$ cat src/sv/tld_pkg.sv
// ----------------------------------------------------------------------------
// tld_pkg
// Shared codes, characters and the ring command type of the line discipline.
// ----------------------------------------------------------------------------
package tld_pkg;

  localparam logic [2:0] OP_RECV  = 3'd0;
  localparam logic [2:0] OP_PUT   = 3'd1;
  localparam logic [2:0] OP_READ  = 3'd2;
  localparam logic [2:0] OP_DRAIN = 3'd3;
  localparam logic [2:0] OP_FLUSH = 3'd4;

  localparam logic [2:0] ST_OK    = 3'd0;
  localparam logic [2:0] ST_OVF   = 3'd1;
  localparam logic [2:0] ST_EMPTY = 3'd2;
  localparam logic [2:0] ST_INTR  = 3'd3;
  localparam logic [2:0] ST_QUIT  = 3'd4;
  localparam logic [2:0] ST_SUSP  = 3'd5;
  localparam logic [2:0] ST_EOF   = 3'd6;

  localparam logic [1:0] FL_INPUT  = 2'd0;
  localparam logic [1:0] FL_OUTPUT = 2'd1;

  localparam logic [2:0] REG_RAW     = 3'd0;
  localparam logic [2:0] REG_LFLAGS  = 3'd1;
  localparam logic [2:0] REG_IFLAGS  = 3'd2;
  localparam logic [2:0] REG_OFLAGS  = 3'd3;
  localparam logic [2:0] REG_SPECIAL = 3'd4;

  localparam logic [7:0] CH_CR = 8'h0D;
  localparam logic [7:0] CH_NL = 8'h0A;
  localparam logic [7:0] CH_BS = 8'h08;
  localparam logic [7:0] CH_SP = 8'h20;

  localparam logic [4:0]  LFLAGS_RESET  = 5'd31;
  localparam logic [1:0]  IFLAGS_RESET  = 2'd1;
  localparam logic [1:0]  OFLAGS_RESET  = 2'd3;
  localparam logic [47:0] SPECIAL_RESET = 48'h0415_081A_1C03;

  typedef struct packed {
    logic       push;
    logic       pop;
    logic       back;
    logic       clear;
    logic [7:0] data;
  } ring_cmd_t;

endpackage

$ cat src/sv/tld_ring.sv
// ----------------------------------------------------------------------------
// tld_ring
// Byte ring buffer on a synchronous memory: push, pop, step back and clear.
// ----------------------------------------------------------------------------
module tld_ring #(
  parameter int DEPTH = 256
) (
  input  logic                         clk,
  input  logic                         rst_n,
  input  tld_pkg::ring_cmd_t           cmd,
  output logic [$clog2(DEPTH+1)-1:0]   fill,
  output logic                         full,
  output logic                         empty,
  output logic [7:0]                   rd_data
);

  localparam int AW = (DEPTH > 1) ? $clog2(DEPTH) : 1;
  localparam int FW = $clog2(DEPTH + 1);

  logic [7:0]    mem [DEPTH];
  logic [AW-1:0] rd_r, rd_nxt;
  logic [AW-1:0] wr_r, wr_nxt;
  logic [FW-1:0] fill_r, fill_nxt;
  logic [7:0]    rd_data_r;

  assign fill    = fill_r;
  assign full    = (fill_r == FW'(DEPTH));
  assign empty   = (fill_r == '0);
  assign rd_data = rd_data_r;

  always_comb begin
    rd_nxt   = rd_r;
    wr_nxt   = wr_r;
    fill_nxt = fill_r;
    if (cmd.clear) begin
      rd_nxt   = '0;
      wr_nxt   = '0;
      fill_nxt = '0;
    end else if (cmd.push && !full) begin
      wr_nxt   = (wr_r == AW'(DEPTH - 1)) ? '0 : wr_r + AW'(1);
      fill_nxt = fill_r + FW'(1);
    end else if (cmd.pop && !empty) begin
      rd_nxt   = (rd_r == AW'(DEPTH - 1)) ? '0 : rd_r + AW'(1);
      fill_nxt = fill_r - FW'(1);
    end else if (cmd.back && !empty) begin
      wr_nxt   = (wr_r == '0) ? AW'(DEPTH - 1) : wr_r - AW'(1);
      fill_nxt = fill_r - FW'(1);
    end
  end

  always_ff @(posedge clk) begin
    if (!rst_n) begin
      rd_r   <= '0;
      wr_r   <= '0;
      fill_r <= '0;
    end else begin
      rd_r   <= rd_nxt;
      wr_r   <= wr_nxt;
      fill_r <= fill_nxt;
    end
  end

  always_ff @(posedge clk) begin
    if (cmd.push && !full && !cmd.clear) begin
      mem[wr_r] <= cmd.data;
    end
    if (cmd.pop) begin
      rd_data_r <= mem[rd_r];
    end
  end

endmodule

$ cat config.mk
export PLATFORM = sky130hd
export DESIGN_NAME = tld_ring
export DESIGN_NICKNAME = d
export VERILOG_FILES = /design/src/sv/tld_pkg.sv /design/src/sv/tld_ring.sv
export SDC_FILE = /design/constraint.sdc
export NUM_CORES = 2
export LEC_CHECK = 0
export BUFFER_PORTS_ARGS = -buffer_cell sky130_fd_sc_hd__buf_2
export CORE_AREA = 2 2 373 375
export CTS_CLUSTER_SIZE = 30
export DETAILED_ROUTE_END_ITERATION = 8
export DIE_AREA = 0 0 375 377
export GPL_ROUTABILITY_DRIVEN = 0
export PLACE_DENSITY = 0.86
export SLEW_MARGIN = 20
export SYNTH_ARGS = -nofsm -noshare
export SYNTH_HDL_FRONTEND = slang
export SYNTH_SLANG_ARGS = --single-unit
$ cat constraint.sdc
create_clock -name clk -period 6.9 [get_ports clk]
set_input_delay 0.345 -clock clk [delete_from_list [all_inputs] [get_ports clk]]
set_output_delay 0.345 -clock clk [all_outputs]
set_load 0.03 [all_outputs]
==> results.sh <==
export IMPL_postLayoutCellArea_mm2=0.0899
export IMPL_synth_top_cells_by_count="2056 x edfxtp_1, 398 x mux4_2, 322 x nor2_1"
export IMPL_rows=136
export IMPL_grt_pass1_wl_um=332000
export IMPL_cp_start_kind="flip-flop"
export IMPL_synthTopCellsByArea="edfxtp_1 75%, mux4_2 11%, mux2i_1 2.6%, nor2_1 1.5%, a22oi_1 0.68%"
export IMPL_grt_use_total=0.335
export IMPL_route_detailed_drc=1
export IMPL_netlist_area_mm2=0.0818
export IMPL_yosys_warnings=0
export IMPL_reg2reg_setup_slack_ns=2.04
export IMPL_failed_checks="DRC"
export IMPL_grt_max_degree=120
export IMPL_clk_latency_ns=0.84
export IMPL_clkPwrFrac=0.414
export IMPL_cp_data_arrival_time_ns=5.38
export IMPL_rsz0062_at_grt="no"
export IMPL_synth_top_family_by_area="multiplexers"
export IMPL_portBuffers=32
export IMPL_ys_seq_elements=2081
export IMPL_r2r_end="rd_data[0]"
export IMPL_synthAdderAreaFrac=0.00223
export IMPL_synth_area_per_cell_um2=19.9
export IMPL_drt_iter0_markers=9076
export IMPL_vias=46100
export IMPL_setup_violations=0
export IMPL_io_pins=33
export IMPL_ys_async_sr_fraction=0
export IMPL_wl_um=236000
export IMPL_cts_buffers=192
export IMPL_dp_hpwl_um=131000
export IMPL_flow_area_growth_from_synthesis_pct=9.96
export IMPL_antenna_left=0
export IMPL_first_global_vias=45400
export IMPL_htree_levels=4
export IMPL_yosysTopAreaCell="edfxtp_1"
export IMPL_clock_skew_ns=0.0334
export IMPL_grt_overflow=0
export IMPL_synthCells=4115
export IMPL_max_freq_mhz=206
export IMPL_p_leak_nw=27.1
export IMPL_r2r_start="rd_r[0]"
export IMPL_cts_tree="done"
export IMPL_netlist_area_leader_share=0.755
export IMPL_syn_nets=4143
export IMPL_clockBufferDepth=3
export IMPL_hold_viol_final=0
export IMPL_die_h_um=377
export IMPL_synthMuxAreaShare=0.144
export IMPL_period_share=0.704
export IMPL_post_cts_resized=0
export IMPL_antenna_found_initial=16
export IMPL_synth_xor_area_share=0.000964
export IMPL_cap_violations=0
export IMPL_cts_sinks=2081
export IMPL_synthSimpleGateAreaFrac=0.0336
export IMPL_post_synth_top_count_cell="edfxtp_1"
export IMPL_dr_pass1_iters=9
export IMPL_core_area_mm2=0.137
export IMPL_vias_per_cell=7.50
export IMPL_ys_flop_type="edfxtp_1"
export IMPL_intPower_mw=20.3
export IMPL_powerDensity_mw_per_mm2=288
export IMPL_p_comb_frac=0.047
export IMPL_pwr_share_seq=0.538
export IMPL_tns_ns=0
export IMPL_status="finished with violations"
export IMPL_start_util=0.597
export IMPL_drive_above_1_share=0.195
export IMPL_synth_compound_area_share=0.0389
export IMPL_detail_route_wl_per_cell_um=38.4
export IMPL_crit_type="reg2reg"
export IMPL_crit_start="rd_r[0]"
export IMPL_worstPathRequired_ns=7.43
export IMPL_fp_dieW_um=375
export IMPL_vdd_drop_max_uv=279
export IMPL_min_path_type="in2reg"
export IMPL_switching_share=0.217
export IMPL_slew_headroom=0.0717
export IMPL_dpl_cell_area_mm2=0.0837
export IMPL_ys_seq_area_frac=0.761
export IMPL_min_period_ns=4.86
export IMPL_synth_distinct_cells=85
export IMPL_die_area_mm2=0.141
export IMPL_fillers=7847
export IMPL_cts_root_buf="clkbuf_16"
export IMPL_power_mw=25.9
export IMPL_tightestPinTransition_ns=1.39
export IMPL_crit_path_end="rd_data[0]"
export IMPL_worst_r2r_cell_count=8
export IMPL_endpoint_kind="flip-flop"
export IMPL_clk_pin_slew_ns=0.07
export IMPL_p_sw_mw=5.62
export IMPL_synth_edf_count=2056
export IMPL_hold_slack_ns=0.0780
export IMPL_fin_nets=4213
export IMPL_crit_fanout=60
export IMPL_slew_violations=0
==> cells in the final DEF, fill, tap and decap left out, types with 19 or more instances in the layout <==
master | netlist | routed
nor2_1 | 322 | 320
o22ai_1 | 40 | 40
a221oi_1 | 25 | 25
a22oi_1 | 74 | 74
o21ai_0 | 60 | 60
mux4_2 | 398 | 398
bufinv_16 | 0 | 19
mux4_1 | 21 | 21
buf_4 | 17 | 81
nand2_1 | 142 | 139
clkbuf_1 | 110 | 36
a21oi_1 | 106 | 106
clkinv_1 | 0 | 42
clkbuf_16 | 0 | 197
edfxtp_1 | 2056 | 2056
clkinv_2 | 0 | 41
buf_2 | 64 | 25
nand3_1 | 45 | 45
mux2i_1 | 214 | 214
nor3_1 | 28 | 27
a211oi_1 | 25 | 24
==> cells by family (layout without fill, tap and decap cells) <==
logic type	Yosys count	in the layout
adders and majority gates	14	14
xor gates and xnor gates	9	9
DFF	2081	2081
AOI/OAI and AO/OA	465	465
and+or+nand+nor	631	631
buffers and inverters	268	497
muxes	647	647
other	0	8
==> power groups by stage <==
stage,Combinational [mW],Sequential [mW],Clock [mW]
2_1_floorplan,0.750,14.2,0
3_3_place_gp,1.13,14.2,0
3_5_place_dp,1.17,14.2,0
4_1_cts,1.19,14.0,10.7
5_1_grt,1.27,13.9,11.1
6_report,1.22,14.0,10.7
==> layout make-up <==
type | instances | area [um^2] | area share
tap | 1794 | 2240 | 0.0250
multi-input combinational | 1766 | 18100 | 0.201
timing repair buffer | 125 | 1030 | 0.0115
antenna | 8 | 20.0 | 0.000223
clock inverter | 120 | 1170 | 0.0130
sequential | 2081 | 62300 | 0.692
clock buffer | 233 | 5060 | 0.0563
inverter | 19 | 71.3 | 0.000793
==> state kept, by name, summed over array words and instances, names as in the netlist <==
register	count
rd_data	8
rd_r	8
mem	2048
wr_r	8
fill	9
==> worst min path at each step <==
stage	startpoint	end	slack (ns)	cells after the start
3_3_place_gp	fill[3]	fill[3]	0.47	2
3_5_place_dp	fill[7]	fill[7]	0.49	2
5_1_grt	rst_n	fill[6]	0.08	3
6_report	rst_n	wr_r[5]	0.08	4
4_1_cts	cmd[11]	fill[8]	0.03	4
2_1_floorplan	cmd[0]	mem[0][0]	0.44	0
==> per-layer routing <==
metal / global-route usage / share of wire
met3: 0.116 / 0.16
met2: 0.504 / 0.45
met4: 0.211 / 0.082
met5: 0 / 0.00067
met1: 0.420 / 0.31
==> repair_timing <==
action | in CTS | in global routing
hold endpoints to repair | 5 | 0
hold buffers | 2 | 0
setup buffers | 0 | 0
==> stage by stage <==
| step | setup slack (ns) | utilization | instances |
|---|---|---|---|
| finish | 2.04 | 0.657 | 6146 |
| global route | 2.21 | 0.656 | 6138 |
| CTS | 2.09 | 0.656 | 6138 |
| detailed placement | 2.32 | 0.611 | 5783 |
| global placement | 2.34 | 0.611 | 5782 |
| floorplan | 3.23 | - | 4115 |
==> critical path, cell delays in order, from the launching register on <==
cell and delay (ns):
dfxtp_4 0.86, buf_12 0.45, nand3_2 0.65, o21ai_0 0.64, a221oi_1 0.12, o21ai_0 0.25
a211oi_1 0.14, o32ai_1 1.11, o221ai_1 0.24
(Power assumes the default switching activity.)
